$ cat src/sv/rgbf_pkg.sv
package rgbf_pkg;

	localparam logic [7:0] LVL_MAX = 8'd254;
	localparam logic [7:0] LVL_MIN = 8'd1;
	localparam logic [7:0] MAN_STEP = 8'd20;
	localparam logic [7:0] HOLD_LIMIT = 8'd50;
	localparam logic [7:0] CNT_MAX = 8'd255;

	localparam logic [16:0] DELAY_MAX = 17'd100000;
	localparam logic [16:0] DELAY_MIN = 17'd10000;
	localparam logic [16:0] DELAY_STEP = 17'd10000;

	localparam logic [15:0] LOAD_RESET = 16'd11362;

	// floor(p / 1000) == (p * RECIP) >> RECIP_SHIFT, exact for p < 2^24
	localparam int RECIP_SHIFT = 34;
	localparam logic [24:0] RECIP = 25'd17179870;

	localparam logic [2:0] MODE_AUTO = 3'd0;
	localparam logic [2:0] MODE_IDLE = 3'd1;
	localparam logic [2:0] MODE_RED = 3'd2;
	localparam logic [2:0] MODE_BLUE = 3'd3;
	localparam logic [2:0] MODE_GREEN = 3'd4;

	localparam logic [1:0] TRK_REL = 2'd0;
	localparam logic [1:0] TRK_FIRST = 2'd1;
	localparam logic [1:0] TRK_HELD = 2'd2;

	localparam logic [1:0] PH_BLUE_RED = 2'd0;
	localparam logic [1:0] PH_RED_GREEN = 2'd1;
	localparam logic [1:0] PH_GREEN_BLUE = 2'd2;

	typedef struct packed {
		logic [7:0] red;
		logic [7:0] green;
		logic [7:0] blue;
		logic [2:0] mode;
		logic [16:0] delay;
	} levels_t;

	function automatic logic [7:0] lvl_up(input logic [7:0] c);
		return (c < LVL_MAX) ? c + 8'd1 : LVL_MAX;
	endfunction

	function automatic logic [7:0] lvl_down(input logic [7:0] c);
		return (c > LVL_MIN) ? c - 8'd1 : LVL_MIN;
	endfunction

	function automatic logic [7:0] jump_up(input logic [7:0] c);
		logic [8:0] s;
		s = {1'b0, c} + {1'b0, MAN_STEP};
		return (s > {1'b0, LVL_MAX}) ? LVL_MAX : s[7:0];
	endfunction

	function automatic logic [7:0] jump_down(input logic [7:0] c);
		return (c < LVL_MIN + MAN_STEP) ? LVL_MIN : c - MAN_STEP;
	endfunction

	function automatic logic [1:0] trk_next(input logic [1:0] t, input logic pressed);
		if (!pressed) begin
			return TRK_REL;
		end
		return (t == TRK_REL) ? TRK_FIRST : TRK_HELD;
	endfunction

endpackage

$ cat src/sv/rgbf_in_if.sv
interface rgbf_in_if;
	logic valid;
	logic ready;
	logic button1_pressed;
	logic button2_pressed;

	modport source (output valid, output button1_pressed, output button2_pressed, input ready);
	modport sink (input valid, input button1_pressed, input button2_pressed, output ready);
endinterface

$ cat src/sv/rgbf_out_if.sv
interface rgbf_out_if;
	logic valid;
	logic ready;
	logic [7:0] red_level;
	logic [7:0] green_level;
	logic [7:0] blue_level;
	logic [14:0] red_width;
	logic [14:0] green_width;
	logic [14:0] blue_width;
	logic [2:0] mode_now;
	logic [16:0] delay_now;

	modport source (
		output valid, output red_level, output green_level, output blue_level,
		output red_width, output green_width, output blue_width,
		output mode_now, output delay_now, input ready
	);
	modport sink (
		input valid, input red_level, input green_level, input blue_level,
		input red_width, input green_width, input blue_width,
		input mode_now, input delay_now, output ready
	);
endinterface

$ cat src/sv/rgbf_update.sv
module rgbf_update (
	input logic clk,
	input logic arst_n,
	rgbf_in_if.sink tick,
	input logic ready_s2,
	output logic valid_s1,
	output rgbf_pkg::levels_t lvl_s1
);

	logic [7:0] red_q, green_q, blue_q;
	logic [1:0] phase_q;
	logic [2:0] mode_q;
	logic [16:0] delay_q;
	logic [1:0] trk1_q, trk2_q;
	logic [7:0] sel_q, hold_q;
	logic rel_q;

	logic [7:0] red_n, green_n, blue_n;
	logic [1:0] phase_n;
	logic [2:0] mode_n;
	logic [16:0] delay_n;
	logic [1:0] trk1_n, trk2_n;
	logic [7:0] sel_n, hold_n;
	logic rel_n;
	logic take;

	assign tick.ready = !valid_s1 || ready_s2;
	assign take = tick.valid && tick.ready;

	always_comb begin
		red_n = red_q;
		green_n = green_q;
		blue_n = blue_q;
		phase_n = phase_q;
		mode_n = mode_q;
		delay_n = delay_q;
		sel_n = sel_q;
		hold_n = hold_q;
		rel_n = rel_q;

		if (mode_q == rgbf_pkg::MODE_AUTO) begin
			case (phase_q)
				rgbf_pkg::PH_RED_GREEN: begin
					if (red_q == rgbf_pkg::LVL_MIN) phase_n = rgbf_pkg::PH_GREEN_BLUE;
					red_n = rgbf_pkg::lvl_down(red_q);
					green_n = rgbf_pkg::lvl_up(green_q);
				end
				rgbf_pkg::PH_GREEN_BLUE: begin
					if (green_q == rgbf_pkg::LVL_MIN) phase_n = rgbf_pkg::PH_BLUE_RED;
					green_n = rgbf_pkg::lvl_down(green_q);
					blue_n = rgbf_pkg::lvl_up(blue_q);
				end
				default: begin
					// unused phase code fades like blue-to-red
					if (blue_q == rgbf_pkg::LVL_MIN) phase_n = rgbf_pkg::PH_RED_GREEN;
					blue_n = rgbf_pkg::lvl_down(blue_q);
					red_n = rgbf_pkg::lvl_up(red_q);
				end
			endcase
		end

		trk1_n = rgbf_pkg::trk_next(trk1_q, tick.button1_pressed);
		trk2_n = rgbf_pkg::trk_next(trk2_q, tick.button2_pressed);

		if (mode_q == rgbf_pkg::MODE_AUTO) begin
			if (trk1_n == rgbf_pkg::TRK_HELD && trk2_n == rgbf_pkg::TRK_HELD) begin
				mode_n = rgbf_pkg::MODE_IDLE;
			end else if (trk1_n == rgbf_pkg::TRK_FIRST) begin
				if (delay_q > rgbf_pkg::DELAY_MIN) delay_n = delay_q - rgbf_pkg::DELAY_STEP;
			end else if (trk2_n == rgbf_pkg::TRK_FIRST) begin
				if (delay_q < rgbf_pkg::DELAY_MAX) delay_n = delay_q + rgbf_pkg::DELAY_STEP;
			end
		end else if (trk1_n == rgbf_pkg::TRK_HELD && trk2_n == rgbf_pkg::TRK_HELD) begin
			if (hold_q > rgbf_pkg::HOLD_LIMIT) sel_n = 8'd0;
			if (rel_q) mode_n = rgbf_pkg::MODE_GREEN;
			if (hold_q < rgbf_pkg::CNT_MAX) hold_n = hold_q + 8'd1;
		end else begin
			rel_n = 1'b1;
			hold_n = 8'd0;
			if (trk1_n == rgbf_pkg::TRK_FIRST && trk2_n == rgbf_pkg::TRK_HELD) begin
				if (sel_q < rgbf_pkg::CNT_MAX) sel_n = sel_q + 8'd1;
			end else if (trk1_n == rgbf_pkg::TRK_REL && trk2_n == rgbf_pkg::TRK_REL) begin
				if (sel_q == 8'd1) mode_n = rgbf_pkg::MODE_RED;
				if (sel_q > 8'd1) mode_n = rgbf_pkg::MODE_BLUE;
				sel_n = 8'd0;
			end else if (trk1_n == rgbf_pkg::TRK_FIRST && trk2_n == rgbf_pkg::TRK_REL) begin
				case (mode_q)
					rgbf_pkg::MODE_RED: red_n = rgbf_pkg::jump_up(red_q);
					rgbf_pkg::MODE_BLUE: blue_n = rgbf_pkg::jump_up(blue_q);
					rgbf_pkg::MODE_GREEN: green_n = rgbf_pkg::jump_up(green_q);
					default: ;
				endcase
			end else if (trk2_n == rgbf_pkg::TRK_FIRST && trk1_n == rgbf_pkg::TRK_REL) begin
				case (mode_q)
					rgbf_pkg::MODE_RED: red_n = rgbf_pkg::jump_down(red_q);
					rgbf_pkg::MODE_BLUE: blue_n = rgbf_pkg::jump_down(blue_q);
					rgbf_pkg::MODE_GREEN: green_n = rgbf_pkg::jump_down(green_q);
					default: ;
				endcase
			end
		end
	end

	always_ff @(posedge clk or negedge arst_n) begin
		if (!arst_n) begin
			red_q <= rgbf_pkg::LVL_MAX;
			green_q <= rgbf_pkg::LVL_MIN;
			blue_q <= rgbf_pkg::LVL_MIN;
			phase_q <= rgbf_pkg::PH_BLUE_RED;
			mode_q <= rgbf_pkg::MODE_AUTO;
			delay_q <= rgbf_pkg::DELAY_MAX;
			trk1_q <= rgbf_pkg::TRK_REL;
			trk2_q <= rgbf_pkg::TRK_REL;
			sel_q <= 8'd0;
			hold_q <= 8'd0;
			rel_q <= 1'b0;
			valid_s1 <= 1'b0;
		end else begin
			if (take) begin
				red_q <= red_n;
				green_q <= green_n;
				blue_q <= blue_n;
				phase_q <= phase_n;
				mode_q <= mode_n;
				delay_q <= delay_n;
				trk1_q <= trk1_n;
				trk2_q <= trk2_n;
				sel_q <= sel_n;
				hold_q <= hold_n;
				rel_q <= rel_n;
			end
			if (tick.ready) valid_s1 <= tick.valid;
		end
	end

	// the state registers double as the first stage payload
	assign lvl_s1.red = red_q;
	assign lvl_s1.green = green_q;
	assign lvl_s1.blue = blue_q;
	assign lvl_s1.mode = mode_q;
	assign lvl_s1.delay = delay_q;

endmodule

$ cat src/sv/rgbf_width.sv
module rgbf_width (
	input logic clk,
	input logic arst_n,
	input logic valid_s1,
	input rgbf_pkg::levels_t lvl_s1,
	input logic [15:0] load,
	output logic ready_s2,
	rgbf_out_if.source result
);

	logic valid_s2;
	rgbf_pkg::levels_t lvl_s2;
	logic [23:0] prod_r_s2, prod_g_s2, prod_b_s2;
	logic ready_s3;
	logic [48:0] full_r, full_g, full_b;

	assign ready_s3 = !result.valid || result.ready;
	assign ready_s2 = !valid_s2 || ready_s3;

	always_ff @(posedge clk or negedge arst_n) begin
		if (!arst_n) begin
			valid_s2 <= 1'b0;
			result.valid <= 1'b0;
		end else begin
			if (ready_s2) valid_s2 <= valid_s1;
			if (ready_s3) result.valid <= valid_s2;
		end
	end

	always_ff @(posedge clk) begin
		if (ready_s2 && valid_s1) begin
			lvl_s2 <= lvl_s1;
			prod_r_s2 <= {16'd0, lvl_s1.red} * {8'd0, load};
			prod_g_s2 <= {16'd0, lvl_s1.green} * {8'd0, load};
			prod_b_s2 <= {16'd0, lvl_s1.blue} * {8'd0, load};
		end
	end

	// divide by 1000 through the reciprocal
	assign full_r = 49'(prod_r_s2) * 49'(rgbf_pkg::RECIP);
	assign full_g = 49'(prod_g_s2) * 49'(rgbf_pkg::RECIP);
	assign full_b = 49'(prod_b_s2) * 49'(rgbf_pkg::RECIP);

	always_ff @(posedge clk) begin
		if (ready_s3 && valid_s2) begin
			result.red_level <= lvl_s2.red;
			result.green_level <= lvl_s2.green;
			result.blue_level <= lvl_s2.blue;
			result.mode_now <= lvl_s2.mode;
			result.delay_now <= lvl_s2.delay;
			result.red_width <= full_r[rgbf_pkg::RECIP_SHIFT +: 15];
			result.green_width <= full_g[rgbf_pkg::RECIP_SHIFT +: 15];
			result.blue_width <= full_b[rgbf_pkg::RECIP_SHIFT +: 15];
		end
	end

endmodule

$ cat src/sv/rgb_led_fader_with_button_modes_top.sv
// channel  dir  beat
// tick     in   button1_pressed, button2_pressed
// result   out  red/green/blue_level, red/green/blue_width, mode_now, delay_now
// cfg      in   cfg_we, cfg_wdata -> load_q
//
// One tick accepted per cycle while the result is not stalled; its result
// reaches the result port through three register stages: state update, width
// multiply, reciprocal divide by 1000.
// Reset restores full red, auto mode, longest delay and load 11362.
// A stalled result holds the pipeline back stage by stage; tick.ready
// drops only when all three stages are full.
module rgb_led_fader_with_button_modes_top (
	input logic clk,
	input logic arst_n,
	rgbf_in_if.sink tick,
	rgbf_out_if.source result,
	input logic cfg_we,
	input logic [15:0] cfg_wdata
);

	logic [15:0] load_q;
	logic valid_s1;
	logic ready_s2;
	rgbf_pkg::levels_t lvl_s1;

	always_ff @(posedge clk or negedge arst_n) begin
		if (!arst_n) begin
			load_q <= rgbf_pkg::LOAD_RESET;
		end else if (cfg_we) begin
			load_q <= cfg_wdata;
		end
	end

	rgbf_update u_update (
		.clk (clk),
		.arst_n (arst_n),
		.tick (tick),
		.ready_s2 (ready_s2),
		.valid_s1 (valid_s1),
		.lvl_s1 (lvl_s1)
	);

	rgbf_width u_width (
		.clk (clk),
		.arst_n (arst_n),
		.valid_s1 (valid_s1),
		.lvl_s1 (lvl_s1),
		.load (load_q),
		.ready_s2 (ready_s2),
		.result (result)
	);

endmodule

$ cat src/flat_wrapper.sv
// flat-port wrapper written by rule: the top's interface ports become plain ports
module rgb_led_fader_with_button_modes_top_flat 
  (clk, arst_n, cfg_we, cfg_wdata, tick_valid, tick_button1_pressed, tick_button2_pressed, tick_ready, result_valid, result_red_level, result_green_level, result_blue_level, result_red_width, result_green_width, result_blue_width, result_mode_now, result_delay_now, result_ready);
  rgbf_in_if tick_i ();
  rgbf_out_if result_i ();
  input logic clk;
  input logic arst_n;
  input logic cfg_we;
  input logic [15:0] cfg_wdata;
  input wire logic [$bits(tick_i.valid)-1:0] tick_valid;
  input wire logic [$bits(tick_i.button1_pressed)-1:0] tick_button1_pressed;
  input wire logic [$bits(tick_i.button2_pressed)-1:0] tick_button2_pressed;
  output wire logic [$bits(tick_i.ready)-1:0] tick_ready;
  output wire logic [$bits(result_i.valid)-1:0] result_valid;
  output wire logic [$bits(result_i.red_level)-1:0] result_red_level;
  output wire logic [$bits(result_i.green_level)-1:0] result_green_level;
  output wire logic [$bits(result_i.blue_level)-1:0] result_blue_level;
  output wire logic [$bits(result_i.red_width)-1:0] result_red_width;
  output wire logic [$bits(result_i.green_width)-1:0] result_green_width;
  output wire logic [$bits(result_i.blue_width)-1:0] result_blue_width;
  output wire logic [$bits(result_i.mode_now)-1:0] result_mode_now;
  output wire logic [$bits(result_i.delay_now)-1:0] result_delay_now;
  input wire logic [$bits(result_i.ready)-1:0] result_ready;
  assign tick_i.valid = tick_valid;
  assign tick_i.button1_pressed = tick_button1_pressed;
  assign tick_i.button2_pressed = tick_button2_pressed;
  assign tick_ready = tick_i.ready;
  assign result_valid = result_i.valid;
  assign result_red_level = result_i.red_level;
  assign result_green_level = result_i.green_level;
  assign result_blue_level = result_i.blue_level;
  assign result_red_width = result_i.red_width;
  assign result_green_width = result_i.green_width;
  assign result_blue_width = result_i.blue_width;
  assign result_mode_now = result_i.mode_now;
  assign result_delay_now = result_i.delay_now;
  assign result_i.ready = result_ready;
  rgb_led_fader_with_button_modes_top u_core (.clk(clk), .arst_n(arst_n), .tick(tick_i), .result(result_i), .cfg_we(cfg_we), .cfg_wdata(cfg_wdata));
endmodule
$ cat config.mk
export PLATFORM = sky130hd
export DESIGN_NAME = rgb_led_fader_with_button_modes_top_flat
export DESIGN_NICKNAME = d
export VERILOG_FILES = /design/src/sv/rgbf_pkg.sv /design/src/sv/rgbf_in_if.sv /design/src/sv/rgbf_out_if.sv /design/src/sv/rgbf_update.sv /design/src/sv/rgbf_width.sv /design/src/sv/rgb_led_fader_with_button_modes_top.sv /design/src/flat_wrapper.sv
export SDC_FILE = /design/constraint.sdc
export NUM_CORES = 2
export LEC_CHECK = 0
export CORE_MARGIN = 2
export CORE_UTILIZATION = 35
export CTS_CLUSTER_SIZE = 40
export DETAILED_ROUTE_END_ITERATION = 6
export DONT_BUFFER_PORTS = 1
export GPL_ROUTABILITY_DRIVEN = 0
export PLACE_DENSITY_LB_ADDON = 0.25
export SYNTH_ARGS = -nofsm -noshare
export SYNTH_HDL_FRONTEND = slang
export SYNTH_HIERARCHICAL = 1
export SYNTH_SLANG_ARGS = --single-unit
$ cat constraint.sdc
create_clock -name clk -period 8.36 [get_ports clk]
set_input_delay 0.836 -clock clk [delete_from_list [all_inputs] [get_ports clk]]
set_output_delay 0.836 -clock clk [all_outputs]
set_load 0.01 [all_outputs]
==> summary.txt <==
Total die area: 0.149 mm²
Hpwl dp: 96.6 mm
Site Rows: 140
Core ar.: 0.146 mm²
Nets: 6896
Syn_area_per_cell: 9.86 µm²
First-pass GRT wire length: 202 mm
Tcrit/Tclk final: 0.858
Number of synthesized register bits: 287
Via count: 34.8k
Max Fclk: 0.139 GHz
Mapped cell area: 0.0512 mm²
Crit path required time: 8.73 ns
CP Class: register to register
Slew HR: 0.205
Root buf cell: clkbuf_16
RSZ-0062 raised after global routing: false
Seq/Total Area, Yosys: 0.161
R2r startpoint: u_core/u_width/prod_r_s2[21]
Unique masters post-synth: 99
Clock buffer count from CTS: 42
Setup_tns: 0 ns
Total GRT Usage: 0.169
Hold buffer count at CTS: 2
Final min period: 7.17 ns
Leading area contributor after synthesis: fa_1
Iteration count of the initial detailed-routing pass: 5
Detailed-route vias per instance: 4.89
GRT overflow: 0
Post-DP Area: 0.0535 mm²
Height of the die: 387 µm
CTS clock-pin slew for the worst setup and hold paths: 0.06 ns
Arrival @ worst endpoint: 7.55 ns
Clk_skew: 0.0633 ns
Main synth FF type: edfxtp_1
R2R setup slack: 1.19 ns
Share of layout cells above drive strength 1: 0.0369
Setup bufs post-CTS: 0
Worst setup endpoint: u_core/u_width/result.red_width[14]
H-tree levels: 2
Synth top area share: 0.304
Ranking of synthesized cells by area: fa_1 (30%), ha_1 (23%), edfxtp_1 (12%)
Placed instance count: 7039
Max-slew violations: 0
I/O Buffers: 0
Number of max-cap violations: 0
Setup violators final: 0
DRT antenna net count: 0
Setup crit start: u_core/u_width/prod_r_s2[21]
Hold crit path type: primary input to asynchronous set/reset pin
Cts repair resizes: 0
Clk Latency, worst-skew pair: 0.63 ns
Design area: 0.0550 mm²
Largest net degree at the start of global routing: 62
Iteration-0 DRC Markers: 1749
Outcome: complete, no violations
Startpoint types: register
Chip Width: 387 µm
Non-Filler Instances: 7120
Number of flops mapped to enable cells by yosys: 205
Initial core utilization: 0.352
RR Endpoint: u_core/u_width/result.red_width[14]
Drt wl/cell: 17.4 µm
Antenna violations before repair: 9
Final hold violations: 0
Area growth, synth to finish: 7.37%
Clock Sinks: 287
Synthesis Warnings: 6
Synth async-reset ratio: 0.286
# DRC: 0
Crit end category: register
Routed WL: 124 mm
CP max FO: 11
CTS Buffer Depth: 3
Vias in the first global route: 36.9k
Actual slew at the worst max-slew pin: 1.18 ns
R2R cell count: 22
Finished Core Util: 0.378
Cells after synthesis: 5199
IO Count: 114
TritonCTS clock tree: built
-- per-stage QoR --
step	setup slack, ns	hold WS (ns)
2_1_floorplan	1.94	0.400
3_3_place_gp	1.28	0.404
3_5_place_dp	1.14	0.405
4_1_cts	1.12	0.000516
5_1_grt	0.847	0.00389
6_report	1.19	0.0533
-- worst min-delay path by stage --
| stage | from | endpoint | slack, ns | cells after the start |
|---|---|---|---|---|
| global route | arst_n | u_core/load_q[13] | 0.004 | 0 |
| global placement | u_core/u_width/lvl_s2[2] | u_core/u_width/result.delay_now[2] | 0.40 | 0 |
| finish | arst_n | u_core/u_update/delay_q[16] | 0.05 | 0 |
| CTS | arst_n | u_core/load_q[13] | 0.0005 | 0 |
| detailed placement | u_core/u_width/lvl_s2[8] | u_core/u_width/result.delay_now[8] | 0.40 | 0 |
| floorplan | u_core/u_width/lvl_s2[20] | u_core/u_width/result.blue_level[0] | 0.40 | 0 |
-- synth_stat cells (7+ instances only) --
library cell	instances
and3_1	28
inv_1	1309
nand3_1	72
a21o_1	75
nor2_1	145
dfrtp_1	61
a22oi_1	8
a31oi_1	23
nand2_1	366
o31ai_1	15
edfxtp_1	205
nor2b_1	23
fa_1	777
nor4_1	16
a21oi_1	159
o211ai_1	15
nand2b_1	33
mux2_2	11
or3_1	19
o22ai_1	11
mux2_4	10
or2_2	14
ha_1	928
xor2_1	38
clkbuf_1	105
xnor2_1	79
o21ai_0	140
nand4_1	34
nor3_1	43
or4_1	7
o2111ai_1	8
o21a_1	17
and2_1	186
o21bai_1	12
dfstp_2	21
a211oi_1	27
-- cell families after synthesis --
group | count (synthesis) | share of synthesized area
fa+ha+maj | 1705 | 0.530
buf+inv | 1431 | 0.106
compound gates | 617 | 0.0789
xor+xnor | 117 | 0.0200
mux | 23 | 0.00574
simple gates | 1018 | 0.0985
flops | 287 | 0.161
other cells | 1 | 0.0000732
-- worst max-delay path: stages (launching register included) --
cell and delay [ns]:
edfxtp_1 0.63, fa_1 0.63, inv_1 0.06, fa_1 0.53, inv_1 0.04, ha_1 0.30, fa_1 0.50, fa_1 0.46
fa_1 0.51, inv_1 0.05, fa_1 0.47, inv_1 0.04, ha_1 0.33, a21o_1 0.20, a21o_1 0.20, a211oi_1 0.22
o21ai_1 0.09, a22o_1 0.27, o21ai_1 0.32, a31oi_1 0.23, a221o_1 0.44, a211oi_1 0.29, nor2_1 0.09
-- sequential cells by signal, summed over array words and instances (netlist names), 2 cells and up --
signal and cells:
u_core/u_update/mode_q 3, u_core/u_update/sel_q 8, u_core/u_width/result.red_width 15, u_core/u_update/trk2_q 2, u_core/u_update/delay_q 13, u_core/u_width/result.blue_width 15, u_core/u_width/prod_b_s2 24, u_core/u_width/lvl_s2 44
u_core/u_width/result.delay_now 17, u_core/u_update/red_q 8, u_core/load_q 16, u_core/u_width/result.green_level 8, u_core/u_update/green_q 8, u_core/u_width/result.blue_level 8, u_core/u_width/result.mode_now 3, u_core/u_width/prod_g_s2 24
u_core/u_update/trk1_q 2, u_core/u_width/prod_r_s2 24, u_core/u_update/hold_q 8, u_core/u_width/result.green_width 15, u_core/u_width/result.red_level 8, u_core/u_update/blue_q 8, u_core/u_update/phase_q 2
-- per-layer routing --
layer	track usage	vias up	wire length, µm
met5	0	-	78
met2	0.277	679	57800
met1	0.235	17431	57300
met3	0.0297	120	6530
li1	-	16580	-
met4	0.0329	12	2210
-- layout make-up --
type                            count  area (µm²)
Multi-Input combinational cell   3484       37600
Inverter                         1310        4920
Antenna cell                        1        2.50
Sequential cell                   287        8230
Clock inverter                     28         419
Tap cell                         1917        2400
Timing Repair Buffer               43         345
Fill cell                       14484       90600
Clock buffer                       50        1100
-- layout by cell type, fill, tap and decap left out, drive strengths merged, types with 21 or more instances in the layout --
| cell type | Yosys | final |
|---|---|---|
| a31oi | 23 | 23 |
| dfrtp | 61 | 61 |
| a211oi | 28 | 28 |
| nand3 | 72 | 72 |
| nor2b | 23 | 23 |
| xnor2 | 79 | 79 |
| edfxtp | 205 | 205 |
| nand2 | 366 | 366 |
| o21ai | 148 | 148 |
| fa | 777 | 777 |
| and2 | 187 | 187 |
| nand4 | 34 | 34 |
| ha | 928 | 928 |
| xor2 | 38 | 38 |
| clkbuf | 105 | 50 |
| buf | 16 | 42 |
| inv | 1309 | 1314 |
| nor2 | 146 | 146 |
| nand2b | 33 | 33 |
| dfstp | 21 | 21 |
| nor3 | 45 | 45 |
| a21o | 76 | 76 |
| a21oi | 160 | 160 |
| mux2 | 21 | 21 |
| and3 | 28 | 28 |
Power is not shown: default switching activity piles up to over one toggle a cycle in this logic, so the estimate is an artifact.
